## src/rtl/mrmf_pkg.sv

```systemverilog
// ----------------------------------------------------------------------------
// mrmf_pkg
// shared constants, codes and the byte-wide crc-16 step for the modbus framer
// ----------------------------------------------------------------------------
package mrmf_pkg;

    localparam int MAX_REGS = 32;
    localparam int CNT_W    = 6;
    localparam int WIDX_W   = (MAX_REGS > 1) ? $clog2(MAX_REGS) : 1;
    localparam int BYTES_W  = 8;

    localparam logic [15:0] CRC_INIT = 16'hFFFF;
    localparam logic [15:0] CRC_POLY = 16'hA001;
    localparam logic [7:0]  FUNC_READ  = 8'h03;
    localparam logic [7:0]  FUNC_WRITE = 8'h06;

    // input operations
    localparam logic [1:0] OP_READ    = 2'd0;
    localparam logic [1:0] OP_WRITE   = 2'd1;
    localparam logic [1:0] OP_BYTE    = 2'd2;
    localparam logic [1:0] OP_TIMEOUT = 2'd3;

    // result kinds
    localparam logic [1:0] KIND_TX     = 2'd0;
    localparam logic [1:0] KIND_WORD   = 2'd1;
    localparam logic [1:0] KIND_STATUS = 2'd2;

    // transaction status codes
    localparam logic [2:0] ST_OK        = 3'd0;
    localparam logic [2:0] ST_TIMEOUT   = 3'd1;
    localparam logic [2:0] ST_EXCEPTION = 3'd2;
    localparam logic [2:0] ST_COUNT     = 3'd3;
    localparam logic [2:0] ST_CRC       = 3'd4;

    // reception phase
    localparam logic [1:0] PH_IDLE  = 2'd0;
    localparam logic [1:0] PH_READ  = 2'd1;
    localparam logic [1:0] PH_WRITE = 2'd2;

    function automatic logic [15:0] crc_byte(input logic [15:0] crc, input logic [7:0] b);
        logic [15:0] c;
        c = crc ^ {8'h00, b};
        for (int k = 0; k < 8; k++) begin
            c = c[0] ? ((c >> 1) ^ CRC_POLY) : (c >> 1);
        end
        return c;
    endfunction

endpackage

```

## src/rtl/modbus_rtu_master_framer.sv

```systemverilog
// ----------------------------------------------------------------------------
// modbus_rtu_master_framer: modbus rtu request framer and response checker
// request: 8 tx bytes, one per cycle unless out_ready stalls, sent from S_TX;
// response bytes are taken while idle; a good read then emits its words from
// the registered word store, then the status; async reset clears control
// ----------------------------------------------------------------------------
module modbus_rtu_master_framer (
    input  logic        clk,
    input  logic        rst_n,
    input  logic        cfg_valid,
    output logic        cfg_ready,
    input  logic [7:0]  cfg_data,
    input  logic        in_valid,
    output logic        in_ready,
    input  logic [1:0]  op,
    input  logic [15:0] address,
    input  logic [5:0]  count,
    input  logic [15:0] value,
    input  logic [7:0]  rx_byte,
    output logic        out_valid,
    input  logic        out_ready,
    output logic [1:0]  kind,
    output logic [15:0] data,
    output logic [2:0]  status,
    output logic        last
);
    import mrmf_pkg::*;

    localparam logic [2:0] S_IDLE   = 3'd0;
    localparam logic [2:0] S_TX     = 3'd1;
    localparam logic [2:0] S_WORDS  = 3'd2;
    localparam logic [2:0] S_STATUS = 3'd3;

    logic [2:0]         state_reg, state_next;
    logic [1:0]         phase_reg, phase_next;
    logic [CNT_W-1:0]   regs_reg, regs_next;
    logic [BYTES_W-1:0] bytes_reg, bytes_next;
    logic [15:0]        crc_reg, crc_next;
    logic [7:0]         held_reg, held_next;
    logic               exc_reg, exc_next;
    logic               mism_reg, mism_next;
    logic               is_read_reg, is_read_next;
    logic [15:0]        addr_reg, addr_next;
    logic [15:0]        fld_reg, fld_next;
    logic [2:0]         tx_idx_reg, tx_idx_next;
    logic [CNT_W-1:0]   widx_reg, widx_next;
    logic               rd_pend_reg, rd_pend_next;
    logic [2:0]         stat_reg, stat_next;
    logic [7:0]         slave_reg;

    logic               out_valid_reg, out_valid_next;
    logic [1:0]         kind_reg, kind_next;
    logic [15:0]        data_reg, data_next;
    logic [2:0]         status_reg, status_next;
    logic               last_reg, last_next;

    // word store
    logic [15:0]        word_mem [MAX_REGS];
    logic [15:0]        mem_rdata_reg;
    logic               mem_we, mem_re;
    logic [WIDX_W-1:0]  mem_waddr, mem_raddr;
    logic [15:0]        mem_wdata;

    logic               can_load;
    logic [CNT_W-1:0]   sat_cnt;
    logic [BYTES_W-1:0] exp_m2, exp_m1, bytes_inc, off;
    logic [7:0]         tx_byte;

    assign cfg_ready = 1'b1;
    assign in_ready  = (state_reg == S_IDLE);
    assign can_load  = !out_valid_reg || out_ready;

    assign sat_cnt   = (count > MAX_REGS[CNT_W-1:0]) ? MAX_REGS[CNT_W-1:0] : count;
    assign exp_m2    = BYTES_W'(3) + BYTES_W'({regs_reg, 1'b0});
    assign exp_m1    = exp_m2 + 1'b1;
    assign bytes_inc = bytes_reg + 1'b1;
    assign off       = bytes_reg - BYTES_W'(3);

    always_comb begin
        case (tx_idx_reg)
            3'd0:    tx_byte = slave_reg;
            3'd1:    tx_byte = is_read_reg ? FUNC_READ : FUNC_WRITE;
            3'd2:    tx_byte = addr_reg[15:8];
            3'd3:    tx_byte = addr_reg[7:0];
            3'd4:    tx_byte = fld_reg[15:8];
            3'd5:    tx_byte = fld_reg[7:0];
            3'd6:    tx_byte = crc_reg[7:0];
            default: tx_byte = crc_reg[15:8];
        endcase
    end

    always_comb begin
        state_next   = state_reg;
        phase_next   = phase_reg;
        regs_next    = regs_reg;
        bytes_next   = bytes_reg;
        crc_next     = crc_reg;
        held_next    = held_reg;
        exc_next     = exc_reg;
        mism_next    = mism_reg;
        is_read_next = is_read_reg;
        addr_next    = addr_reg;
        fld_next     = fld_reg;
        tx_idx_next  = tx_idx_reg;
        widx_next    = widx_reg;
        rd_pend_next = rd_pend_reg;
        stat_next    = stat_reg;
        mem_we       = 1'b0;
        mem_waddr    = off[WIDX_W:1];
        mem_wdata    = {held_reg, rx_byte};
        mem_re       = 1'b0;
        mem_raddr    = widx_reg[WIDX_W-1:0];

        out_valid_next = out_valid_reg && !out_ready;
        kind_next      = kind_reg;
        data_next      = data_reg;
        status_next    = status_reg;
        last_next      = last_reg;

        case (state_reg)
            S_IDLE: begin
                if (in_valid) begin
                    case (op)
                        OP_READ, OP_WRITE: begin
                            is_read_next = (op == OP_READ);
                            addr_next    = address;
                            fld_next     = (op == OP_READ) ?
                                           {{(16-CNT_W){1'b0}}, sat_cnt} : value;
                            regs_next    = (op == OP_READ) ? sat_cnt : '0;
                            phase_next   = (op == OP_READ) ? PH_READ : PH_WRITE;
                            bytes_next   = '0;
                            held_next    = '0;
                            exc_next     = 1'b0;
                            mism_next    = 1'b0;
                            crc_next     = CRC_INIT;
                            tx_idx_next  = '0;
                            state_next   = S_TX;
                        end
                        OP_BYTE: begin
                            if (phase_reg == PH_WRITE) begin
                                if (bytes_inc >= BYTES_W'(8)) begin
                                    stat_next  = ST_OK;
                                    bytes_next = '0;
                                    phase_next = PH_IDLE;
                                    state_next = S_STATUS;
                                end else begin
                                    bytes_next = bytes_inc;
                                end
                            end else if (phase_reg == PH_READ) begin
                                if (bytes_reg < exp_m2) begin
                                    crc_next   = crc_byte(crc_reg, rx_byte);
                                    bytes_next = bytes_inc;
                                    if (bytes_reg == BYTES_W'(1)) begin
                                        exc_next = rx_byte[7];
                                    end else if (bytes_reg == BYTES_W'(2)) begin
                                        mism_next = (rx_byte != 8'({regs_reg, 1'b0}));
                                    end else if (bytes_reg >= BYTES_W'(3)) begin
                                        // even offset holds the high byte, odd completes the word
                                        if (!off[0]) begin
                                            held_next = rx_byte;
                                        end else begin
                                            mem_we = 1'b1;
                                        end
                                    end
                                end else if (bytes_reg == exp_m2) begin
                                    held_next  = rx_byte;
                                    bytes_next = bytes_inc;
                                end else begin
                                    if (exc_reg) begin
                                        stat_next = ST_EXCEPTION;
                                    end else if (mism_reg) begin
                                        stat_next = ST_COUNT;
                                    end else if ({rx_byte, held_reg} != crc_reg) begin
                                        stat_next = ST_CRC;
                                    end else begin
                                        stat_next = ST_OK;
                                    end
                                    bytes_next = '0;
                                    crc_next   = CRC_INIT;
                                    held_next  = '0;
                                    exc_next   = 1'b0;
                                    mism_next  = 1'b0;
                                    phase_next = PH_IDLE;
                                    widx_next  = '0;
                                    rd_pend_next = 1'b0;
                                    if (!exc_reg && !mism_reg &&
                                        ({rx_byte, held_reg} == crc_reg) && (regs_reg != '0)) begin
                                        state_next = S_WORDS;
                                    end else begin
                                        state_next = S_STATUS;
                                    end
                                end
                            end
                        end
                        OP_TIMEOUT: begin
                            if (phase_reg != PH_IDLE) begin
                                stat_next  = ST_TIMEOUT;
                                bytes_next = '0;
                                crc_next   = CRC_INIT;
                                held_next  = '0;
                                exc_next   = 1'b0;
                                mism_next  = 1'b0;
                                phase_next = PH_IDLE;
                                state_next = S_STATUS;
                            end
                        end
                        default: begin
                        end
                    endcase
                end
            end
            S_TX: begin
                if (can_load) begin
                    out_valid_next = 1'b1;
                    kind_next      = KIND_TX;
                    data_next      = {8'h00, tx_byte};
                    status_next    = ST_OK;
                    last_next      = (tx_idx_reg == 3'd7);
                    tx_idx_next    = tx_idx_reg + 1'b1;
                    if (tx_idx_reg < 3'd6) begin
                        crc_next = crc_byte(crc_reg, tx_byte);
                    end
                    if (tx_idx_reg == 3'd7) begin
                        // reception starts from a fresh crc
                        crc_next   = CRC_INIT;
                        state_next = S_IDLE;
                    end
                end
            end
            S_WORDS: begin
                // words were all written during reception, no overlap with these reads
                if (!rd_pend_reg) begin
                    mem_re       = 1'b1;
                    rd_pend_next = 1'b1;
                end else if (can_load) begin
                    out_valid_next = 1'b1;
                    kind_next      = KIND_WORD;
                    data_next      = mem_rdata_reg;
                    status_next    = ST_OK;
                    last_next      = 1'b0;
                    widx_next      = widx_reg + 1'b1;
                    rd_pend_next   = 1'b0;
                    if (widx_reg + 1'b1 == regs_reg) begin
                        state_next = S_STATUS;
                    end
                end
            end
            S_STATUS: begin
                if (can_load) begin
                    out_valid_next = 1'b1;
                    kind_next      = KIND_STATUS;
                    data_next      = '0;
                    status_next    = stat_reg;
                    last_next      = 1'b1;
                    state_next     = S_IDLE;
                end
            end
            default: begin
                state_next = S_IDLE;
            end
        endcase
    end

    always_ff @(posedge clk or negedge rst_n) begin
        if (!rst_n) begin
            state_reg     <= S_IDLE;
            phase_reg     <= PH_IDLE;
            regs_reg      <= '0;
            bytes_reg     <= '0;
            crc_reg       <= CRC_INIT;
            held_reg      <= '0;
            exc_reg       <= 1'b0;
            mism_reg      <= 1'b0;
            tx_idx_reg    <= '0;
            widx_reg      <= '0;
            rd_pend_reg   <= 1'b0;
            slave_reg     <= 8'd1;
            out_valid_reg <= 1'b0;
        end else begin
            state_reg     <= state_next;
            phase_reg     <= phase_next;
            regs_reg      <= regs_next;
            bytes_reg     <= bytes_next;
            crc_reg       <= crc_next;
            held_reg      <= held_next;
            exc_reg       <= exc_next;
            mism_reg      <= mism_next;
            tx_idx_reg    <= tx_idx_next;
            widx_reg      <= widx_next;
            rd_pend_reg   <= rd_pend_next;
            out_valid_reg <= out_valid_next;
            if (cfg_valid && cfg_ready) begin
                slave_reg <= cfg_data;
            end
        end
    end

    always_ff @(posedge clk) begin
        is_read_reg <= is_read_next;
        addr_reg    <= addr_next;
        fld_reg     <= fld_next;
        stat_reg    <= stat_next;
        kind_reg    <= kind_next;
        data_reg    <= data_next;
        status_reg  <= status_next;
        last_reg    <= last_next;
    end

    always_ff @(posedge clk) begin
        if (mem_we) begin
            word_mem[mem_waddr] <= mem_wdata;
        end
        if (mem_re) begin
            mem_rdata_reg <= word_mem[mem_raddr];
        end
    end

    assign out_valid = out_valid_reg;
    assign kind      = kind_reg;
    assign data      = data_reg;
    assign status    = status_reg;
    assign last      = last_reg;

`ifndef SYNTH
    a_word_not_last: assert property (@(posedge clk) disable iff (!rst_n)
        (out_valid_reg && kind_reg == KIND_WORD) |-> !last_reg)
        else $error("register word flagged as last result");

    a_words_idle_phase: assert property (@(posedge clk) disable iff (!rst_n)
        (state_reg == S_WORDS) |-> (phase_reg == PH_IDLE && widx_reg < regs_reg))
        else $error("word emission outside finished read");

    a_write_count: assert property (@(posedge clk) disable iff (!rst_n)
        (phase_reg == PH_WRITE) |-> (bytes_reg < BYTES_W'(8)))
        else $error("write response byte count overrun");

    a_read_bound: assert property (@(posedge clk) disable iff (!rst_n)
        (phase_reg == PH_READ) |-> (bytes_reg <= exp_m1))
        else $error("read response byte count overrun");
`endif

endmodule

```

## config.mk

```make
export PLATFORM = sky130hd
export DESIGN_NAME = modbus_rtu_master_framer
export DESIGN_NICKNAME = d
export VERILOG_FILES = /design/src/rtl/mrmf_pkg.sv /design/src/rtl/modbus_rtu_master_framer.sv
export SDC_FILE = /design/constraint.sdc
export NUM_CORES = 1
export LEC_CHECK = 0
export BUFFER_PORTS_ARGS = -buffer_cell sky130_fd_sc_hd__buf_2
export CAP_MARGIN = 0
export CELL_PAD_IN_SITES_DETAIL_PLACEMENT = 1
export CELL_PAD_IN_SITES_GLOBAL_PLACEMENT = 2
export CORE_MARGIN = 2
export CORE_UTILIZATION = 40
export DETAILED_ROUTE_END_ITERATION = 10
export HOLD_SLACK_MARGIN = 0.15
export PLACE_DENSITY = 0.67
export SLEW_MARGIN = 20
export SYNTH_ARGS = -nofsm -noshare
export SYNTH_HDL_FRONTEND = slang
export SYNTH_SLANG_ARGS = --single-unit
```

## constraint.sdc

```tcl
create_clock -name clk -period 3.8 [get_ports clk]
set_clock_uncertainty 0.15 [all_clocks]
set_input_delay 0.19 -clock clk [delete_from_list [all_inputs] [get_ports clk]]
set_output_delay 0.19 -clock clk [all_outputs]
set_load 0.01 [all_outputs]
```

=== After elaboration in Yosys (flattened, before gate mapping) ===
Memories as Yosys holds them, arrays and structs flattened. A register that Yosys moved wholly into a read port is not among the register bits.
Cells that the tools add are included.

* Memory bits (writable): 512
* Bits in latches: 0
* Memories kept: 1
* Flip-flop bits (word level): 122
* Logic and storage cells: 295
* Bits in read-only memories: 0
* Output and inout port bits: 25
* Input bits: 61

* Div/mod/pow operators: 0
* Multipliers: 0
* Magnitude comparators: 5
* Equal/unequal tests: 58
* Shifts and indexed selects: 0
* Reductions and logical operators: 34
* Multiplexer cells: 152
* Bitwise gates (word level): 18
* $add $sub $neg: 5

{| class="wikitable"
|+ Memory list
! name !! words !! width !! read ports !! clocked after Yosys merged registers in !! wr ports !! RTL line !! text
|-
| word_mem || 32 || 16 || 1 || 1 || 1 || modbus_rtu_master_framer.sv:58 || <nowiki>logic [15:0] word_mem [MAX_REGS];</nowiki>
|}

{| class="wikitable"
|+ Operators with widths
! cell !! count
|-
| 16-bit two-way mux || 29
|-
| 8-bit two-way mux || 14
|-
| 16-bit case mux with 3 select lines || 2
|-
| 3-bit two-way mux || 29
|-
| 6-bit two-way mux || 11
|-
| 8-bit case mux with 7 select lines || 1
|-
| 2-bit inverter with 3-bit output || 16
|-
| 8-bit case mux with 3 select lines || 2
|-
| 3-bit inequality test, second input constant || 15
|-
| 1-bit two-way mux || 39
|-
| 16-bit case mux with 2 select lines || 1
|-
| 16-bit by 8-bit bitwise XOR with 16-bit output || 2
|-
| 2-bit inequality test, second input constant || 13
|-
| 8-bit AND reduction || 3
|-
| 2-bit two-way mux || 11
|-
| 7-bit AND reduction || 3
|-
| 4-bit inequality test, second input constant || 5
|-
| 3-bit case mux with 3 select lines || 2
|-
| 9-bit AND reduction || 2
|-
| 16-bit equality test || 1
|-
| 16-bit inequality test || 1
|-
| 3-bit by 2-bit equality test with 1-bit output, second input constant || 4
|-
| 3-bit equality test, second input constant || 4
|-
| 2-bit case mux with 3 select lines || 2
|-
| other kinds (37) || 60
|}

=== Logic depth before layout (Yosys ltp) ===
* Word-level depth: 23
* Gate-level depth with buffers: 14
* Depth with buffers taken out: 12

=== Worst setup path before layout ===
No wires, ideal clock.

* Kind: reg2reg
* From: reg regs_reg[0]
* To: mem word_mem[12][0], enable pin
* Stages on the path, launching flop included: 11
* Period minus slack after synthesis: 3.822 ns
* Arrival time: 3.284 ns
* Setup time: 0.388 ns
* Path slack: -0.022 ns
* Path through: dfrtp_1 -> ha_1 -> nand3_1 -> or2_2 -> ha_1 -> a21oi_1 -> o21ai_1 -> or4_1 -> nor2b_1 -> nand2_1 -> nor2_1

* Longest elaborated chain between the ends: 10

{| class="wikitable"
|+ Ends and longest elaborated chain
! item !! RTL line !! text
|-
| start, declared || modbus_rtu_master_framer.sv:36 || <nowiki>logic [CNT_W-1:0] regs_reg, regs_next;</nowiki>
|-
| start signal, assigned || modbus_rtu_master_framer.sv:282 || <nowiki>regs_reg <= regs_next;</nowiki>
|-
| 2-bit by 7-bit adder with 8-bit output || modbus_rtu_master_framer.sv:74 || <nowiki>assign exp_m2 = BYTES_W'(3) + BYTES_W'({regs_reg, 1'b0});</nowiki>
|-
| 8-bit < comparator || modbus_rtu_master_framer.sv:150 || <nowiki>if (bytes_reg < exp_m2) begin</nowiki>
|-
| 1-bit two-way mux || modbus_rtu_master_framer.sv:150 ||
|-
| 1-bit two-way mux || modbus_rtu_master_framer.sv:149 || <nowiki>end else if (phase_reg == PH_READ) begin</nowiki>
|-
| 1-bit two-way mux || modbus_rtu_master_framer.sv:140 || <nowiki>if (phase_reg == PH_WRITE) begin</nowiki>
|-
| 1-bit two-way mux || modbus_rtu_master_framer.sv:123 || <nowiki>case (op)</nowiki>
|-
| 1-bit two-way mux || modbus_rtu_master_framer.sv:122 || <nowiki>if (in_valid) begin</nowiki>
|-
| 1-bit two-way mux || modbus_rtu_master_framer.sv:120 || <nowiki>case (state_reg)</nowiki>
|-
| 1-bit two-way mux || modbus_rtu_master_framer.sv:310 || <nowiki>if (mem_we) begin</nowiki>
|-
| 1-bit two-way mux (not written as such) || modbus_rtu_master_framer.sv:311 || <nowiki>word_mem[mem_waddr] <= mem_wdata;</nowiki>
|-
| end, declared || modbus_rtu_master_framer.sv:58 ||
|}

No other way between the ends.

=== Final worst setup path ===
* From: reg regs_reg[0]
* To: mem word_mem[21][3], enable pin

Same word-level chain as after synthesis.

==> impl_metrics.json <==
{
  "status": "finished clean",
  "critPathLaunch": "regs_reg[0]",
  "avgSynthCellArea_um2": 18.03,
  "cts_root_buf": "clkbuf_16",
  "start_util_pct": 40.29,
  "drc_errors": 0,
  "slew_headroom_pct": 24.11,
  "r2r_start": "regs_reg[0]",
  "dieArea_um2": 69620,
  "cts_buffers": 71,
  "netlist-cell-type-count": 67,
  "fin_setup_tns_ns": 0,
  "antenna_found_initial": 2,
  "cts_buffer_depth": 3,
  "rsz0062_at_grt": "no",
  "pre_cts_slack_ns": 0.01751,
  "finalMaxSlewViolations": 0,
  "die_h_um": 263.9,
  "fin_crit_sh_pct": 95.16,
  "placedCellCount": 2494,
  "syn_inst": 1498,
  "globalplace.congestion": 0.7934,
  "worst-slew-pin-transition_ns": 1.137,
  "max_cap_viol_count": 0,
  "power_leakage_nw": 11.22,
  "reg2regPathDepth": 13,
  "routed_wl_mm": 78.73,
  "yosysMostFrequentCell": "edfxtp_1",
  "grt_overflow_total": 0,
  "fmax_mhz": 276.5,
  "synth_top_area_share_pct": 65.15,
  "p_total_mw": 25.32,
  "synth_ff_type": "edfxtp_1",
  "viasPerCell": 5.581,
  "reg2reg_slack_ns": 0.18,
  "synthTopCellsByCount": "586 x edfxtp_1, 160 x mux4_2, 77 x nand2_1",
  "synth-seq-cells": 649,
  "crit_path_start_kind": "flip-flop",
  "synth_edf_count": 586,
  "io_pins": 86,
  "stdcell_count": 2725,
  "syn_area_um2": 27010,
  "grt_pass1_wl_mm": 116.0,
  "worstSetupPathType": "reg2reg",
  "cts_sinks": 649,
  "ir_worst_vdd_mv": 0.5848,
  "hold_viol_final": 0,
  "drive_gt1_share_pct": 30.52,
  "yosys-top-cells-area": "edfxtp_1 65%, mux4_2 13%, dfrtp_1 4.3%",
  "reg2reg_to": "word_mem[21][3]",
  "synth_nets": 1581,
  "grt_usage_pct": 23.05,
  "worstPathArrival_ns": 3.80,
  "yosysWarnings": 0,
  "antenna_left": 0,
  "htree_levels": 3,
  "dr_total_vias": 15210,
  "ys_seq_area_share_pct": 71.07,
  "cts.reportedPaths.clkPinSlew_ns": 0.06,
  "ys_async_sr_fraction_pct": 9.707,
  "largest_register_ff_count": 512,
  "grt_pass1_vias": 16230,
  "numPortBuffers": 84,
  "syn2layout_area_growth_pct": 21.95,
  "synth.largest_area_cell": "edfxtp_1",
  "die_w_um": 263.9,
  "cts_tree": "built",
  "crit_fanout": 8,
  "cp-end-kind": "flip-flop",
  "clock_latency_ns": 0.63,
  "finalWorstSetupSlack_ns": 0.1839,
  "layout_min_cycle_time_ns": 3.616,
  "worstHoldPathType": "in2reg",
  "drt_pass1_iterations": 5,
  "largest_register": "word_mem",
  "final_util_pct": 49.13,
  "routedWlPerCell_um": 28.89,
  "num_rows": 95,
  "dp_hpwl_mm": 52.23,
  "core-area_um2": 67040,
  "setup_viol": 0,
  "grt_max_degree": 41,
  "power_density_nw_per_um2": 768.8,
  "endpoint": "word_mem[21][3]",
  "worstPathRequired_ns": 3.98,
  "nets": 1877,
  "drtIter0Drc": 1463
}
-- stage by stage --
| stage | area, µm² | hold slack [ns] |
|---|---|---|
| finish | 32940 | 0.2664 |
| global route | 32940 | 0.2504 |
| CTS | 32880 | 0.2252 |
| detailed placement | 29470 | 0.2221 |
| global placement | 29470 | 0.2220 |
| floorplan | 27010 | -0.2556 |
-- where the power goes --
group	switching, mW	leakage, nW	internal [mW]
combinational	4.96	3.94	3.68
sequential	0.730	6.12	8.87
clock	2.93	1.16	4.15
total	8.63	11.2	16.7
-- how the worst min path moves through the flow --
stage	start	endpoint	slack (ns)	cells past startpoint
detailed placement	address[14]	addr_reg[14]	0.22	1
floorplan	rst_n	bytes_reg[0]	-0.26	0
global placement	address[1]	addr_reg[1]	0.22	1
global route	value[11]	fld_reg[11]	0.25	3
finish	value[12]	fld_reg[12]	0.27	3
CTS	value[12]	fld_reg[12]	0.23	3
-- cells by family after synthesis --
| family | count (synthesis) | share of synthesized area [%] |
|---|---|---|
| xor+xnor | 82 | 2.793 |
| simple gates | 276 | 4.971 |
| buf+inv | 112 | 1.612 |
| compound gates | 168 | 4.026 |
| flops | 649 | 71.07 |
| mux | 188 | 14.50 |
| fa+ha+maj | 22 | 1.019 |
| other cells | 1 | 0.01388 |
-- layout by cell type (no fill, tap or decap), types with 41 or more instances in the layout --
master and count:
nor2_1 41, buf_2 84, edfxtp_1 586, xor2_1 42, dlygate4sd3_1 98, dfrtp_1 42, mux4_2 160, nand2_1 75
clkbuf_16 75, buf_4 98, o21ai_0 47
-- layout make-up --
class,instances,area (µm²)
Inverter,30,112.6
Clock inverter,45,510.5
Clock buffer,85,1893
Tap cell,873,1092
Antenna cell,1,2.502
Sequential cell,649,19200
Timing Repair Buffer,305,2634
Multi-Input combinational cell,737,7490
Fill cell,6257,34100
-- worst max-delay path, cell delays in order, from the launching register on --
cell,delay [ns]
dfrtp_1,0.40
ha_2,0.22
xnor2_2,0.13
ha_1,0.33
a41o_1,0.24
a21oi_1,0.14
o21a_1,0.13
o21ai_1,0.09
or4_4,0.57
nor2b_2,0.16
buf_6,0.18
nand2_2,0.12
nor2_4,0.25
clkbuf_16,0.22
-- routing by layer --
metal / vias up / share of wire (%) / GRT usage [%]
met3: 96 / 6.0 / 4.595
met5: - / 0 / 0
met4: 0 / 2.2 / 5.605
li1: 6576 / - / -
met2: 512 / 48 / 37.94
met1: 8025 / 43 / 31.71
-- repair_timing --
action | CTS | global route
setup endpoints to repair | 53 | 343
hold endpoints to repair | 219 | 0
pin swaps | 1 | 3
hold buffers | 99 | 0
cloned | 0 | 1
setup buffers | 0 | 0
resized for setup | 1 | 9
(Power assumes the default switching activity.)
